`config.mk`:
```
export PLATFORM = sky130hd
export DESIGN_NAME = message_language_tokenizer
export DESIGN_NICKNAME = d
export VERILOG_FILES = /design/src/design/mlt_pkg.sv /design/src/design/message_language_tokenizer.sv
export SDC_FILE = /design/constraint.sdc
export NUM_CORES = 1
export LEC_CHECK = 0
export ABC_AREA = 1
export BUFFER_PORTS_ARGS = -buffer_cell sky130_fd_sc_hd__buf_2
export CORE_ASPECT_RATIO = 2
export CORE_UTILIZATION = 43
export DETAILED_ROUTE_END_ITERATION = 7
export GPL_TIMING_DRIVEN = 0
export HOLD_SLACK_MARGIN = 0.12
export PLACE_DENSITY = 0.67
export SYNTH_ARGS = -nofsm -noshare
export SYNTH_HDL_FRONTEND = slang
export SYNTH_SLANG_ARGS = --single-unit
export TNS_END_PERCENT = 20
```
`constraint.sdc`:
```
create_clock -name clk -period 3.05 [get_ports clk]
set_clock_uncertainty 0.1 [all_clocks]
set_input_delay 0.1525 -clock clk [delete_from_list [all_inputs] [get_ports clk]]
set_output_delay 0.1525 -clock clk [all_outputs]
set_load 0.05 [all_outputs]
```
`src/design/mlt_pkg.sv`:
```
// ----------------------------------------------------------------------------
// mlt_pkg
// Types and codes shared by the message language tokenizer.
// ----------------------------------------------------------------------------
`default_nettype none

package mlt_pkg;

  localparam int unsigned CHAR_W  = 8;
  localparam int unsigned KIND_W  = 5;
  localparam int unsigned QDEPTH  = 3;
  localparam int unsigned QCNT_W  = 2;

  typedef enum logic [3:0] {
    MODE_IDLE    = 4'd0,
    MODE_COMMENT = 4'd1,
    MODE_SYM     = 4'd2,
    MODE_IDENT   = 4'd3,
    MODE_NUM     = 4'd4,
    MODE_STR     = 4'd5,
    MODE_CH_OPEN = 4'd6,
    MODE_CH_BODY = 4'd7,
    MODE_AT      = 4'd8,
    MODE_LT      = 4'd9,
    MODE_FAILED  = 4'd10
  } mode_t;

  localparam logic [KIND_W-1:0] KIND_END     = 5'd0;
  localparam logic [KIND_W-1:0] KIND_SYMBOL  = 5'd1;
  localparam logic [KIND_W-1:0] KIND_KEYWORD = 5'd2;
  localparam logic [KIND_W-1:0] KIND_IDENT   = 5'd3;
  localparam logic [KIND_W-1:0] KIND_NUMBER  = 5'd4;
  localparam logic [KIND_W-1:0] KIND_STRING  = 5'd5;
  localparam logic [KIND_W-1:0] KIND_CHAR    = 5'd6;
  localparam logic [KIND_W-1:0] KIND_AT_SQ   = 5'd7;
  localparam logic [KIND_W-1:0] KIND_AT_CURL = 5'd8;
  localparam logic [KIND_W-1:0] KIND_ARROW   = 5'd9;
  localparam logic [KIND_W-1:0] KIND_EQ      = 5'd10;
  localparam logic [KIND_W-1:0] KIND_SEMI    = 5'd11;
  localparam logic [KIND_W-1:0] KIND_COLON   = 5'd12;
  localparam logic [KIND_W-1:0] KIND_PIPE    = 5'd13;
  localparam logic [KIND_W-1:0] KIND_LPAR    = 5'd14;
  localparam logic [KIND_W-1:0] KIND_RPAR    = 5'd15;
  localparam logic [KIND_W-1:0] KIND_LSQ     = 5'd16;
  localparam logic [KIND_W-1:0] KIND_RSQ     = 5'd17;
  localparam logic [KIND_W-1:0] KIND_LCURL   = 5'd18;
  localparam logic [KIND_W-1:0] KIND_RCURL   = 5'd19;

  localparam logic [CHAR_W-1:0] CH_HASH   = 8'h23;
  localparam logic [CHAR_W-1:0] CH_DOLLAR = 8'h24;
  localparam logic [CHAR_W-1:0] CH_AT     = 8'h40;
  localparam logic [CHAR_W-1:0] CH_LT     = 8'h3C;
  localparam logic [CHAR_W-1:0] CH_EQ     = 8'h3D;
  localparam logic [CHAR_W-1:0] CH_SEMI   = 8'h3B;
  localparam logic [CHAR_W-1:0] CH_COLON  = 8'h3A;
  localparam logic [CHAR_W-1:0] CH_PIPE   = 8'h7C;
  localparam logic [CHAR_W-1:0] CH_DQUOTE = 8'h22;
  localparam logic [CHAR_W-1:0] CH_SQUOTE = 8'h27;
  localparam logic [CHAR_W-1:0] CH_MINUS  = 8'h2D;
  localparam logic [CHAR_W-1:0] CH_LSQ    = 8'h5B;
  localparam logic [CHAR_W-1:0] CH_RSQ    = 8'h5D;
  localparam logic [CHAR_W-1:0] CH_LPAR   = 8'h28;
  localparam logic [CHAR_W-1:0] CH_RPAR   = 8'h29;
  localparam logic [CHAR_W-1:0] CH_LCURL  = 8'h7B;
  localparam logic [CHAR_W-1:0] CH_RCURL  = 8'h7D;
  localparam logic [CHAR_W-1:0] CH_NL     = 8'h0A;

  typedef struct packed {
    logic              has_char;
    logic [CHAR_W-1:0] text_char;
    logic              token_done;
    logic [KIND_W-1:0] token_kind;
    logic              fault;
    logic              last;
  } res_t;

  typedef struct packed {
    logic  vld;
    res_t  res;
    mode_t mode;
  } start_t;

  function automatic logic is_space(logic [CHAR_W-1:0] c);
    return (c == 8'd32) || ((c >= 8'd9) && (c <= 8'd13));
  endfunction

  function automatic logic is_digit(logic [CHAR_W-1:0] c);
    return (c >= 8'h30) && (c <= 8'h39);
  endfunction

  function automatic logic is_alpha(logic [CHAR_W-1:0] c);
    return ((c >= 8'h41) && (c <= 8'h5A)) || ((c >= 8'h61) && (c <= 8'h7A));
  endfunction

  function automatic logic [KIND_W-1:0] punct_kind(logic [CHAR_W-1:0] c);
    logic [KIND_W-1:0] k;
    unique case (c)
      CH_EQ:    k = KIND_EQ;
      CH_SEMI:  k = KIND_SEMI;
      CH_COLON: k = KIND_COLON;
      CH_PIPE:  k = KIND_PIPE;
      CH_LPAR:  k = KIND_LPAR;
      CH_RPAR:  k = KIND_RPAR;
      CH_LSQ:   k = KIND_LSQ;
      CH_RSQ:   k = KIND_RSQ;
      CH_LCURL: k = KIND_LCURL;
      CH_RCURL: k = KIND_RCURL;
      default:  k = KIND_END;
    endcase
    return k;
  endfunction

  function automatic res_t res_text(logic [CHAR_W-1:0] c, logic done,
                                    logic [KIND_W-1:0] kind);
    res_t r;
    r.has_char   = 1'b1;
    r.text_char  = c;
    r.token_done = done;
    r.token_kind = done ? kind : KIND_END;
    r.fault      = 1'b0;
    r.last       = 1'b0;
    return r;
  endfunction

  function automatic res_t res_done(logic [KIND_W-1:0] kind);
    res_t r;
    r.has_char   = 1'b0;
    r.text_char  = '0;
    r.token_done = 1'b1;
    r.token_kind = kind;
    r.fault      = 1'b0;
    r.last       = 1'b0;
    return r;
  endfunction

  function automatic res_t res_err();
    res_t r;
    r.has_char   = 1'b0;
    r.text_char  = '0;
    r.token_done = 1'b0;
    r.token_kind = KIND_END;
    r.fault      = 1'b1;
    r.last       = 1'b0;
    return r;
  endfunction

  // character seen between tokens
  function automatic start_t start_tok(logic [CHAR_W-1:0] c);
    start_t s;
    logic [KIND_W-1:0] k;
    k      = punct_kind(c);
    s.vld  = 1'b1;
    s.res  = res_text(c, 1'b0, KIND_END);
    s.mode = MODE_IDLE;
    priority if (is_space(c)) begin
      s.vld = 1'b0;
    end else if (c == CH_HASH) begin
      s.vld  = 1'b0;
      s.mode = MODE_COMMENT;
    end else if (c == CH_DOLLAR) begin
      s.mode = MODE_SYM;
    end else if (is_alpha(c)) begin
      s.mode = MODE_IDENT;
    end else if (is_digit(c)) begin
      s.mode = MODE_NUM;
    end else if (c == CH_DQUOTE) begin
      s.mode = MODE_STR;
    end else if (c == CH_SQUOTE) begin
      s.mode = MODE_CH_OPEN;
    end else if (c == CH_AT) begin
      s.mode = MODE_AT;
    end else if (c == CH_LT) begin
      s.mode = MODE_LT;
    end else if (k != KIND_END) begin
      s.res = res_text(c, 1'b1, k);
    end else begin
      s.res  = res_err();
      s.mode = MODE_FAILED;
    end
    return s;
  endfunction

endpackage

`default_nettype wire

```
`src/design/message_language_tokenizer.sv`:
```
// ----------------------------------------------------------------------------
// message_language_tokenizer
// Character stream tokenizer: one byte per word in, token text and token
// marks out, through a three-entry result queue.
// ----------------------------------------------------------------------------
// results are registered in the result queue and leave from its head
// throughput: one input word per cycle while out_stall is low and each word
//   gives at most one result; two results stall input until one is taken
// reset: synchronous active low, lexer back to idle, result queue empty
// ----------------------------------------------------------------------------
`default_nettype none

module message_language_tokenizer (
  input  wire logic                        clk,
  input  wire logic                        rst_n,
  input  wire logic                        in_valid,
  output logic                             in_stall,
  input  wire logic [mlt_pkg::CHAR_W-1:0]  in_ch,
  input  wire logic                        in_end_of_input,
  output logic                             out_valid,
  input  wire logic                        out_stall,
  output logic                             out_has_char,
  output logic [mlt_pkg::CHAR_W-1:0]       out_text_char,
  output logic                             out_token_done,
  output logic [mlt_pkg::KIND_W-1:0]       out_token_kind,
  output logic                             out_fault,
  output logic                             out_last
);

  mlt_pkg::mode_t mode_r, mode_nxt;
  mlt_pkg::res_t  q_r   [mlt_pkg::QDEPTH];
  mlt_pkg::res_t  q_nxt [mlt_pkg::QDEPTH];
  logic [mlt_pkg::QCNT_W-1:0] cnt_r, cnt_nxt;

  mlt_pkg::res_t  r0, r1;
  logic [1:0]     nres;
  mlt_pkg::start_t st;
  logic           push, pop;
  logic [mlt_pkg::QCNT_W-1:0] keep;

  // lexer step
  always_comb begin
    r0       = mlt_pkg::res_err();
    r1       = mlt_pkg::res_err();
    nres     = 2'd0;
    mode_nxt = mode_r;
    st       = mlt_pkg::start_tok(in_ch);
    if (mode_r == mlt_pkg::MODE_FAILED) begin
      nres = 2'd1;
    end else if (in_end_of_input) begin
      unique case (mode_r)
        mlt_pkg::MODE_SYM, mlt_pkg::MODE_IDENT, mlt_pkg::MODE_NUM: begin
          r0 = mlt_pkg::res_done((mode_r == mlt_pkg::MODE_SYM) ? mlt_pkg::KIND_SYMBOL :
                                 (mode_r == mlt_pkg::MODE_IDENT) ? mlt_pkg::KIND_IDENT :
                                 mlt_pkg::KIND_NUMBER);
          r1       = mlt_pkg::res_done(mlt_pkg::KIND_END);
          nres     = 2'd2;
          mode_nxt = mlt_pkg::MODE_IDLE;
        end
        mlt_pkg::MODE_STR, mlt_pkg::MODE_CH_OPEN, mlt_pkg::MODE_CH_BODY,
        mlt_pkg::MODE_AT, mlt_pkg::MODE_LT: begin
          nres     = 2'd1;
          mode_nxt = mlt_pkg::MODE_FAILED;
        end
        default: begin
          r0       = mlt_pkg::res_done(mlt_pkg::KIND_END);
          nres     = 2'd1;
          mode_nxt = mlt_pkg::MODE_IDLE;
        end
      endcase
    end else begin
      unique case (mode_r)
        mlt_pkg::MODE_COMMENT: begin
          if (in_ch == mlt_pkg::CH_NL) begin
            mode_nxt = mlt_pkg::MODE_IDLE;
          end
        end
        mlt_pkg::MODE_SYM, mlt_pkg::MODE_IDENT, mlt_pkg::MODE_NUM: begin
          priority if ((mode_r == mlt_pkg::MODE_NUM) ? mlt_pkg::is_digit(in_ch) :
                       (mlt_pkg::is_alpha(in_ch) || mlt_pkg::is_digit(in_ch))) begin
            r0   = mlt_pkg::res_text(in_ch, 1'b0, mlt_pkg::KIND_END);
            nres = 2'd1;
          end else if ((mode_r == mlt_pkg::MODE_IDENT) && (in_ch == mlt_pkg::CH_COLON)) begin
            r0       = mlt_pkg::res_text(in_ch, 1'b1, mlt_pkg::KIND_KEYWORD);
            nres     = 2'd1;
            mode_nxt = mlt_pkg::MODE_IDLE;
          end else begin
            r0 = mlt_pkg::res_done((mode_r == mlt_pkg::MODE_SYM) ? mlt_pkg::KIND_SYMBOL :
                                   (mode_r == mlt_pkg::MODE_IDENT) ? mlt_pkg::KIND_IDENT :
                                   mlt_pkg::KIND_NUMBER);
            r1       = st.res;
            nres     = st.vld ? 2'd2 : 2'd1;
            mode_nxt = st.mode;
          end
        end
        mlt_pkg::MODE_STR: begin
          r0   = mlt_pkg::res_text(in_ch, in_ch == mlt_pkg::CH_DQUOTE, mlt_pkg::KIND_STRING);
          nres = 2'd1;
          if (in_ch == mlt_pkg::CH_DQUOTE) begin
            mode_nxt = mlt_pkg::MODE_IDLE;
          end
        end
        mlt_pkg::MODE_CH_OPEN: begin
          r0       = mlt_pkg::res_text(in_ch, 1'b0, mlt_pkg::KIND_END);
          nres     = 2'd1;
          mode_nxt = mlt_pkg::MODE_CH_BODY;
        end
        mlt_pkg::MODE_CH_BODY: begin
          nres = 2'd1;
          if (in_ch == mlt_pkg::CH_SQUOTE) begin
            r0       = mlt_pkg::res_text(in_ch, 1'b1, mlt_pkg::KIND_CHAR);
            mode_nxt = mlt_pkg::MODE_IDLE;
          end else begin
            mode_nxt = mlt_pkg::MODE_FAILED;
          end
        end
        mlt_pkg::MODE_AT: begin
          nres = 2'd1;
          priority if (in_ch == mlt_pkg::CH_LSQ) begin
            r0       = mlt_pkg::res_text(in_ch, 1'b1, mlt_pkg::KIND_AT_SQ);
            mode_nxt = mlt_pkg::MODE_IDLE;
          end else if (in_ch == mlt_pkg::CH_LCURL) begin
            r0       = mlt_pkg::res_text(in_ch, 1'b1, mlt_pkg::KIND_AT_CURL);
            mode_nxt = mlt_pkg::MODE_IDLE;
          end else begin
            mode_nxt = mlt_pkg::MODE_FAILED;
          end
        end
        mlt_pkg::MODE_LT: begin
          nres = 2'd1;
          if (in_ch == mlt_pkg::CH_MINUS) begin
            r0       = mlt_pkg::res_text(in_ch, 1'b1, mlt_pkg::KIND_ARROW);
            mode_nxt = mlt_pkg::MODE_IDLE;
          end else begin
            mode_nxt = mlt_pkg::MODE_FAILED;
          end
        end
        default: begin
          r0       = st.res;
          nres     = st.vld ? 2'd1 : 2'd0;
          mode_nxt = st.mode;
        end
      endcase
    end
    r0.last = (nres == 2'd1);
    r1.last = 1'b1;
  end

  // result queue
  assign pop      = out_valid && !out_stall;
  assign in_stall = (cnt_r > 2'd1);
  assign push     = in_valid && !in_stall;
  assign keep     = cnt_r - {1'b0, pop};

  always_comb begin
    mlt_pkg::res_t base;
    logic [mlt_pkg::QCNT_W-1:0] off;
    cnt_nxt = keep + (push ? nres : 2'd0);
    for (int i = 0; i < mlt_pkg::QDEPTH; i++) begin
      base = (pop && (i < mlt_pkg::QDEPTH - 1)) ? q_r[(i + 1) % mlt_pkg::QDEPTH] : q_r[i];
      off  = mlt_pkg::QCNT_W'(i) - keep;
      if (mlt_pkg::QCNT_W'(i) < keep) begin
        q_nxt[i] = base;
      end else if (push && (off == 2'd0)) begin
        q_nxt[i] = r0;
      end else if (push && (off == 2'd1)) begin
        q_nxt[i] = r1;
      end else begin
        q_nxt[i] = base;
      end
    end
  end

  always_ff @(posedge clk) begin
    if (!rst_n) begin
      mode_r <= mlt_pkg::MODE_IDLE;
      cnt_r  <= '0;
    end else begin
      cnt_r <= cnt_nxt;
      if (push) begin
        mode_r <= mode_nxt;
      end
    end
  end

  always_ff @(posedge clk) begin
    for (int i = 0; i < mlt_pkg::QDEPTH; i++) begin
      q_r[i] <= q_nxt[i];
    end
  end

  assign out_valid      = (cnt_r != 2'd0);
  assign out_has_char   = q_r[0].has_char;
  assign out_text_char  = q_r[0].text_char;
  assign out_token_done = q_r[0].token_done;
  assign out_token_kind = q_r[0].token_kind;
  assign out_fault      = q_r[0].fault;
  assign out_last       = q_r[0].last;

endmodule

`default_nettype wire

```
==> flow_metrics.tcl, run 1 <==
set metrics [dict create \
    run_status "finished clean" \
    holdWs_ns 0.1441 \
    slowest_delay_ns 0.38 \
    fin_setup_tns_ns 0 \
    async_reset_ff_share_pct 0 \
    maxSlewHeadroom_pct 53.30 \
    crit_path_end_kind "flop" \
    post-route-util_pct 50.75 \
    period_share_pct 94.83 \
    seq_area_frac_synth_pct 29.18 \
    clockBufferDepth 2 \
    num_antenna_cells 0 \
    cap_violations 0 \
    tightest_slew_ns 0.7005 \
    synthesis.nets 732 \
    synth_top_area_cell "nand2_1" \
    setup_ws_ns 0.1578 \
    via_per_inst 5.508 \
    yosysUniqueCellTypes 42 \
    fillerInstances 1139 \
    slowest_stage "dfxtp_1" \
    leakage_nw 2.540 \
    yosys_most_used_dff "dfxtp_1" \
    ir_worst_vdd_mv 0.4953 \
    wl_mm 15.47 \
    synth_cells 717 \
    critPathArrivalTime_ns 2.83 \
    finalNonFillerCells 895 \
    final_area_um2 5151 \
    rows 52 \
    ys_warn_count 0 \
    critical_path.most_common_cell "inv_1" \
    syn_avg_cell_area_um2 6.266 \
    cp-start-kind "flop" \
    ys_seq_elements 57 \
    insertion_delay_ns 0.33 \
    finalCriticalPeriod_ns 2.892 \
    dp_slack_ns -1.111 \
    syn_area_um2 4493 \
    grt_pass1_vias 4816 \
    hold_viol 0 \
    core-area_um2 10150 \
    ant_nets 0 \
    placed_area_um2 4807 \
    final_max_slew_viol_count 0 \
    crit_buf_inv 6 \
    crit_family "buffers and inverters" \
    critical_path_class "flop to flop" \
    first_pass_iters 5 \
    drt_iter0_markers 418 \
    initial_utilization_pct 44.27 \
    die-area_um2 10890 \
    wire_per_inst_um 17.29 \
    gp_congestion 0.9607 \
    worstPathMaxFanout 19 \
    nNetsFinal 770 \
    grt_max_degree 20 \
    seqCellArea_um2 1311 \
    path_cells "inv_1 -> nand2_2 -> nand2_4 -> inv_8 -> ha_2 -> inv_1 -> nand2_1 -> nor2_4 -> inv_1 -> buf_2 -> nand2_4 -> buf_12" \
    setup_viol 0 \
    rsz0062_at_grt "false" \
    h-tree-depth 3 \
    gr-total-overflow 0 \
    die_h_um 146.6 \
    required_ns 2.99 \
    timing.fmax_ghz 0.3458 \
    grt_pass1_wl_mm 24.14 \
    power_density_nw_per_um2 915.5 \
    clock_sinks 57 \
    grt.total_usage_pct 29.99 \
    syn2layout_area_growth_pct 14.65 \
    via_count 4930 \
    dieWidth_um 74.28 \
    cts_root_buffer "clkbuf_16" \
    cts_made_buffers 9 \
    synth_edf_count 17 \
    dp_hpwl_mm 12.17 \
    hp-class "primary input to flop" \
    antenna_found_initial 0 \
    cts_tree "yes" \
    ios 32 \
    multiInputGateArea_um2 2694 \
    synth.top_cell.area_share_pct 20.38 \
    drc 0 \
    post-place-cells 878 \
    port_buffers 26 \
    synth_area_leaders "nand2_1, dfxtp_1, edfxtp_1, nor2_1, nand3_1" \
    p_total_mw 4.716 \
    path_clk_slew_ns 0.05 \
    drive_gt1_share_pct 17.89 \
]
==> layout by cell type, fill, tap and decap left out, types with 8 or more instances in the layout <==
| cell | count |
|---|---|
| nand2_1 | 241 |
| buf_4 | 17 |
| dfxtp_1 | 40 |
| o21ai_0 | 46 |
| a22oi_1 | 8 |
| nand4_1 | 13 |
| edfxtp_1 | 17 |
| nor2_1 | 64 |
| clkbuf_16 | 9 |
| inv_1 | 65 |
| o211ai_1 | 14 |
| nand3_1 | 49 |
| buf_2 | 32 |
| o21ai_1 | 8 |
| clkbuf_1 | 13 |
| inv_2 | 14 |
| nand2_2 | 11 |
| a21oi_1 | 14 |
==> cell usage after synthesis, types with 2 or more instances <==
cell and instances:
a21boi_0 2, a21oi_1 14, a22oi_1 8, a31oi_1 3
buf_1 3, buf_2 4, buf_4 16, buf_6 2
clkbuf_1 16, dfxtp_1 40, edfxtp_1 17, ha_1 2
inv_1 65, inv_2 15, mux2i_1 7, nand2_1 244
nand2_2 10, nand2_4 5, nand3_1 49, nand3_2 5
nand3_4 2, nand4_1 13, nor2_1 68, nor2_2 5
nor2_4 4, nor2_8 2, nor3_1 6, o211ai_1 14
o21ai_0 46, o21ai_1 8, o21ai_2 2, o22ai_1 6
or2_2 5
==> worst paths after layout <==
path | start | to | slack (ns) | cells past startpoint
setup / recovery | cnt_r[1]$_SDFF_PN0_ | q_r[0][38]$_DFFE_PP_ | 0.16 | 12
hold / removal | in_valid | q_r[0][15]$_DFF_P_ | 0.14 | 4
setup reg to reg | cnt_r[1]$_SDFF_PN0_ | q_r[0][38]$_DFFE_PP_ | 0.16 | 12
hold reg to reg | q_r[0][0]$_DFF_P_ | q_r[0][0]$_DFF_P_ | 0.39 | 2
==> metal layers <==
metal	vias up	wire, um	global-route usage, %
li1	2394	-	-
met5	-	0	0
met2	208	8073	53.36
met1	2246	5384	28.50
met3	82	701	4.831
met4	0	1314	24.72
==> flip-flops by register name, summed over array words and instances (netlist names) <==
| register | cells |
|---|---|
| q_r | 51 |
| cnt_r | 2 |
| mode_r | 4 |
==> cell families after synthesis <==
| family | count (synthesis) | synth area share (%) |
|---|---|---|
| adders and majority gates | 2 | 0.5569 |
| buffers and inverters | 122 | 12.03 |
| and+or+nand+nor | 420 | 42.33 |
| DFF | 57 | 29.18 |
| AOI/OAI and AO/OA | 108 | 14.15 |
| xor gates and xnor gates | 1 | 0.1950 |
| muxes | 7 | 1.560 |
==> layout make-up <==
| type | count | share of cell area, % |
|---|---|---|
| Sequential cell | 57 | 25.46 |
| Inverter | 81 | 6.097 |
| Multi-Input combinational cell | 538 | 52.30 |
| Clock inverter | 6 | 0.6801 |
| Tap cell | 135 | 3.279 |
| Buffer | 39 | 4.494 |
| Timing Repair Buffer | 29 | 3.255 |
| Clock buffer | 10 | 4.445 |
==> power by group <==
group          internal [mW]  switching, mW  leakage [nW]
registers               1.10          0.119         0.490
logic                  0.808           1.78          1.92
clock network          0.542          0.365         0.128
total                   2.45           2.27          2.54
==> what timing repair did <==
| action | in CTS | in global routing |
|---|---|---|
| cloned | 0 | 0 |
| endpoints found under the setup margin | 65 | 55 |
| hold buffers | 1 | 0 |
| endpoints found under the hold margin | 6 | 0 |
| buffers inserted | 2 | 0 |
| gates resized for setup | 11 | 7 |
| pin swaps | 1 | 0 |
==> worst reg2reg max path, cell delays in order, from the launching register on <==
cell,delay [ns]
dfxtp_1,0.38
inv_1,0.08
nand2_2,0.09
nand2_4,0.14
inv_8,0.18
ha_2,0.39
inv_1,0.13
nand2_1,0.12
nor2_4,0.21
inv_1,0.20
buf_2,0.28
nand2_4,0.13
buf_12,0.16
(Power assumes the default switching activity.)
==> run 2, diff against run 1 <==
--- a/config.mk
+++ b/config.mk
@@ -9,6 +9,7 @@
 export BUFFER_PORTS_ARGS = -buffer_cell sky130_fd_sc_hd__buf_2
 export CORE_ASPECT_RATIO = 2
 export CORE_UTILIZATION = 43
+export CTS_BUF_LIST = sky130_fd_sc_hd__clkbuf_4 sky130_fd_sc_hd__clkbuf_8
 export DETAILED_ROUTE_END_ITERATION = 7
 export GPL_TIMING_DRIVEN = 0
 export HOLD_SLACK_MARGIN = 0.12
==> run 2 against run 1 <==
Compared with the run above:
- sequential share of layout area is 0.46 points higher
- first-iteration DRC count shrank 12%
- routed wire length is 0.86% lower
- cell count did not move
- cell area decreased by 1.8%
- hold slack worse by 0.010 ns
- flip-flop and latch count is the same
- maximum frequency increased by 1.1%
- register-to-register slack better by 0.03 ns
- non-clock buffer count unchanged
- largest cell class unchanged
- largest power group unchanged
==> flow_metrics.tcl, run 2 (same netlist as run 1, synthesis figures left out) <==
set metrics [dict create \
    post-route-util_pct 49.85 \
    largest_register_ff_count 51 \
    cp-start-kind "flop" \
    drc 0 \
    path_cells "inv_1 -> nand2_2 -> nand2_4 -> inv_6 -> ha_4 -> xnor2_2 -> nand2_1 -> inv_1 -> buf_1 -> nand3_1 -> nand2_1" \
    num_antenna_cells 0 \
    clock_sinks 57 \
    crit_buf_inv 4 \
    gp_congestion 0.9607 \
    crit_start "cnt_r[0]$_SDFF_PN0_" \
    drive_gt1_share_pct 17.89 \
    route.met2.wl_mm 8.015 \
    dp_hpwl_mm 12.17 \
    cts_root_buffer "clkbuf_8" \
    crit_path_end_kind "flop" \
    wl_mm 15.34 \
    rsz0062_at_grt "false" \
    port_buffers 26 \
    h-tree-depth 3 \
    top_regs "q_r: 51 flops, mode_r: 4 flops, cnt_r: 2 flops" \
    grt_pass1_vias 4803 \
    min-delay-start "in_valid" \
    critPathArrivalTime_ns 3.05 \
    period_share_pct 93.83 \
    hp-class "primary input to flop" \
    ir_worst_vdd_mv 0.3241 \
    ant_nets 0 \
    path_clk_slew_ns 0.07 \
    cts_tree "yes" \
    cap_violations 0 \
    topRoutingLayerUsed "met4" \
    via_per_inst 5.477 \
    slowest_delay_ns 0.51 \
    wire_per_inst_um 17.14 \
    initial_utilization_pct 44.27 \
    maxSlewHeadroom_pct 52.41 \
    clockBufferDepth 2 \
    cts_made_buffers 9 \
    grt.total_usage_pct 29.79 \
    layout_commonest_cell "nand2_1" \
    nNetsFinal 770 \
    reg2reg_from "cnt_r[0]$_SDFF_PN0_" \
    power_density_nw_per_um2 877.7 \
    critical_path_class "flop to flop" \
    layout_common_cells "nand2_1, inv_1, nor2_1" \
    leakage_nw 2.497 \
    slowest_stage "xnor2_2" \
    die-area_um2 10890 \
    insertion_delay_ns 0.35 \
    hold_viol 0 \
    ios 32 \
    dieWidth_um 74.28 \
    grt_pass1_wl_mm 24.01 \
    finalCriticalPeriod_ns 2.862 \
    fillerInstances 1157 \
    required_ns 3.24 \
    rows 52 \
    largest_register "q_r" \
    first_pass_iters 8 \
    run_status "finished clean" \
    syn2layout_area_growth_pct 12.61 \
    timing.fmax_ghz 0.3494 \
    via_count 4902 \
    holdWs_ns 0.1339 \
    die_h_um 146.6 \
    tightest_slew_ns 0.7139 \
    antenna_found_initial 0 \
    crit_family "buffers and inverters" \
    setup_viol 0 \
    gr-total-overflow 0 \
    worstPathMaxFanout 19 \
    core-area_um2 10150 \
    final_max_slew_viol_count 0 \
    drt_iter0_markers 367 \
    grt_max_degree 20 \
    drt-met1-wl_mm 5.250 \
    met3_length_um 664 \
]
[run 2: cell type report]
type | instances | area, um2 | share of cell area [%]
plain buffers | 39 | 230.2 | 4.550
clock buffers | 10 | 131.4 | 2.596
clock inverters | 6 | 35.03 | 0.6924
inverters | 81 | 311.5 | 6.157
multi-input cells | 538 | 2704 | 53.44
flip-flops and latches | 57 | 1311 | 25.91
well taps | 135 | 168.9 | 3.338
repair buffers | 29 | 167.7 | 3.314
[run 2: worst paths after layout]
check                           cells after the start                 end  slack, ns
worst min register to register                      2   q_r[0][0]$_DFF_P_       0.39
worst max-delay path                               11  q_r[0][10]$_DFF_P_       0.19
worst max register to register                     11  q_r[0][10]$_DFF_P_       0.19
worst min-delay path                                4  q_r[0][15]$_DFF_P_       0.13
[run 2: routing by layer]
metal / up-vias / GRT usage, %
met5: - / 0
met4: 0 / 25.66
met3: 82 / 4.624
met2: 196 / 52.50
met1: 2221 / 28.41
li1: 2403 / -
[run 2: stage by stage]
stage | instances | area, um2 | TNS (ns) | total power, mW | worst slack (ns)
after floorplan | 717 | 4508 | 0 | 3.077 | 0.003352
after global placement | 878 | 4807 | -50.17 | 3.664 | -1.162
after detailed placement | 878 | 4807 | -48.94 | 3.704 | -1.111
after CTS | 895 | 5037 | 0 | 4.378 | 0.005800
after global routing | 895 | 5060 | 0 | 4.717 | 0.05882
final | 895 | 5060 | 0 | 4.441 | 0.1883
[run 2: repair_timing]
item	in CTS	in global routing
gates resized for setup	11	4
hold buffers	1	0
setup buffers	2	0
endpoints found under the setup margin	64	57
endpoints found under the hold margin	6	0
pin swaps	1	0
[run 2: worst reg2reg max path, delay by kind of cell, from the launching register on]
kind                     cells  cell delay, ns
buffers and inverters        4            0.97
AND/OR/NAND/NOR              5            0.68
XOR/XNOR                     1            0.51
flip-flops                   1            0.30
adder cells (fa/ha/maj)      1            0.23
[run 2: where the power goes]
group	internal, mW	total (mW)	switching (mW)
registers	1.10	1.22	0.118
logic	0.819	2.60	1.78
clock network	0.297	0.623	0.326
==> run 3, diff against run 2 <==
--- a/config.mk
+++ b/config.mk
@@ -8,12 +8,12 @@
 export ABC_AREA = 1
 export BUFFER_PORTS_ARGS = -buffer_cell sky130_fd_sc_hd__buf_2
 export CORE_ASPECT_RATIO = 2
-export CORE_UTILIZATION = 43
+export CORE_UTILIZATION = 57
 export CTS_BUF_LIST = sky130_fd_sc_hd__clkbuf_4 sky130_fd_sc_hd__clkbuf_8
 export DETAILED_ROUTE_END_ITERATION = 7
 export GPL_TIMING_DRIVEN = 0
 export HOLD_SLACK_MARGIN = 0.12
-export PLACE_DENSITY = 0.67
+export PLACE_DENSITY = 0.84
 export SYNTH_ARGS = -nofsm -noshare
 export SYNTH_HDL_FRONTEND = slang
 export SYNTH_SLANG_ARGS = --single-unit
==> run 3 against run 2 <==
Compared with the run above:
- setup slack got worse by 0.045 ns
- hold slack improved by 0.045 ns
- register-to-register slack lost 0.05 ns
- first-iteration DRC count is 58% higher
- largest power group unchanged
- non-clock buffer count rose by 1
- critical endpoint is now q_r[0][35]$_DFFE_PP_
- core utilization increased by 17 points
- total power rose by 2.5%
- sequential power barely moved
==> flow_metrics.tcl, run 3 (same netlist as run 1, synthesis figures left out) <==
set metrics [dict create \
    leakage_nw 2.523 \
    required_ns 3.01 \
    ir_worst_vdd_mv 0.3532 \
    run_status "finished clean" \
    syn2layout_area_growth_pct 12.39 \
    finalCriticalPeriod_ns 2.907 \
    cap_violations 0 \
    drt_iter0_markers 581 \
    seqCellArea_um2 1311 \
    initial_utilization_pct 59.11 \
    die_h_um 127.6 \
    gr-total-overflow 0 \
    crit_family "buffers and inverters" \
    hold_viol 0 \
    grt_max_degree 20 \
    wl_mm 14.85 \
    crit_start "cnt_r[1]$_SDFF_PN0_" \
    min-delay-start "in_ch[1]" \
    worstPathMaxFanout 19 \
    antenna_found_initial 0 \
    cts_made_buffers 9 \
    ant_nets 0 \
    drc 0 \
    dp_hpwl_mm 11.66 \
    cp-start-kind "flop" \
    post-route-util_pct 66.44 \
    multiInputGateArea_um2 2694 \
    via_count 4980 \
    dp_slack_ns -1.006 \
    grt_pass1_wl_mm 23.13 \
    rows 45 \
    path_cells "inv_1 -> nand2_2 -> nand2_4 -> inv_8 -> ha_2 -> nand2_1 -> nor2_4 -> inv_1 -> clkbuf_2 -> nand2_4 -> buf_12" \
    grt.total_usage_pct 37.53 \
    fin_setup_tns_ns 0 \
    power_density_nw_per_um2 901.0 \
    critical_path_class "flop to flop" \
    cts_root_buffer "clkbuf_8" \
    slowest_delay_ns 0.48 \
    ios 32 \
    first_pass_iters 5 \
    largest_register_ff_count 51 \
    layout_common_cells "nand2_1, inv_1, nor2_1" \
    cts_tree "yes" \
    reg2reg_from "cnt_r[1]$_SDFF_PN0_" \
    rsz0062_at_grt "false" \
    core-area_um2 7601 \
    gp_congestion 1.008 \
    die-area_um2 8263 \
    fillerInstances 713 \
    insertion_delay_ns 0.35 \
    hp-class "primary input to flop" \
    top_regs "q_r: 51 flops, mode_r: 4 flops, cnt_r: 2 flops" \
    setup_ws_ns 0.1429 \
    h-tree-depth 3 \
    final_max_slew_viol_count 0 \
    drive_gt1_share_pct 17.74 \
    wire_per_inst_um 17.36 \
    dieWidth_um 64.78 \
    largest_register "q_r" \
    slowest_stage "ha_2" \
    setup_viol 0 \
    via_per_inst 5.825 \
    num_antenna_cells 0 \
    critPathArrivalTime_ns 2.87 \
    port_buffers 26 \
    clock_sinks 57 \
    grt_pass1_vias 4820 \
    clockBufferDepth 2 \
    nNetsFinal 771 \
    layout_commonest_cell "nand2_1" \
    crit_buf_inv 5 \
    tightest_slew_ns 0.6669 \
    maxSlewHeadroom_pct 55.54 \
    path_clk_slew_ns 0.06 \
    crit_path_end_kind "flop" \
    timing.fmax_ghz 0.3440 \
    period_share_pct 95.31 \
]
run 3: changes by cell type in the layout (fill, tap and decap cells not counted), sizes merged:
cell / delta
clkbuf: +2
clkinv: -2
clkinvlp: -2
buf: +1
bufinv: +1
dlygate4sd3: +1
run 3: layout make-up:
type | instances | area share [%]
clock buffer | 13 | 3.295
multi-input combinational | 538 | 53.34
sequential | 57 | 25.97
clock inverter | 3 | 0.7681
timing repair buffer | 30 | 3.518
tap | 94 | 2.329
inverter | 81 | 6.219
buffer | 39 | 4.559
run 3: worst reg2reg max path, stage by stage, from the launching register on:
cell and delay, ns:
dfxtp_1 0.34, inv_1 0.09, nand2_2 0.08, nand2_4 0.19, inv_8 0.11, ha_2 0.49, nand2_1 0.18, nor2_4 0.25
inv_1 0.21, clkbuf_2 0.29, nand2_4 0.13, buf_12 0.15
run 3: routing by layer:
metal	part of all wire, %	wire (um)	global-route usage, %
met1	33	4929	35.18
met2	53	7840	67.77
met3	6.2	924	6.250
met4	7.7	1150	31.76
met5	0	0	0
run 3: path summary, 6_finish.rpt:
check | slack [ns] | cells past startpoint | endpoint
max | 0.14 | 11 | q_r[0][35]$_DFFE_PP_
min | 0.18 | 5 | q_r[0][26]$_DFF_P_
min reg2reg | 0.39 | 2 | q_r[0][0]$_DFF_P_
max reg2reg | 0.14 | 11 | q_r[0][35]$_DFFE_PP_
run 3: repair_timing:
| action | CTS | global route |
|---|---|---|
| pin swaps | 1 | 0 |
| hold buffers | 2 | 0 |
| setup endpoints to repair | 63 | 41 |
| gates resized for setup | 7 | 10 |
| buffers inserted | 2 | 0 |
| endpoints found under the hold margin | 7 | 0 |
run 3: where the power goes:
| group | internal [mW] | switching (mW) |
|---|---|---|
| Clock | 0.436 | 0.306 |
| Sequential | 1.10 | 0.126 |
| Combinational | 0.806 | 1.78 |
run 3: per-stage QoR:
step	power, mW	std cells	hold WS (ns)	area, um2
3_3_place_gp	3.623	837	0.2604	4756
5_1_grt	4.805	855	0.2293	5050
4_1_cts	4.467	855	0.1756	5016
3_5_place_dp	3.689	837	0.2674	4756
2_1_floorplan	3.077	717	0.1460	4508
6_report	4.550	855	0.1793	5050
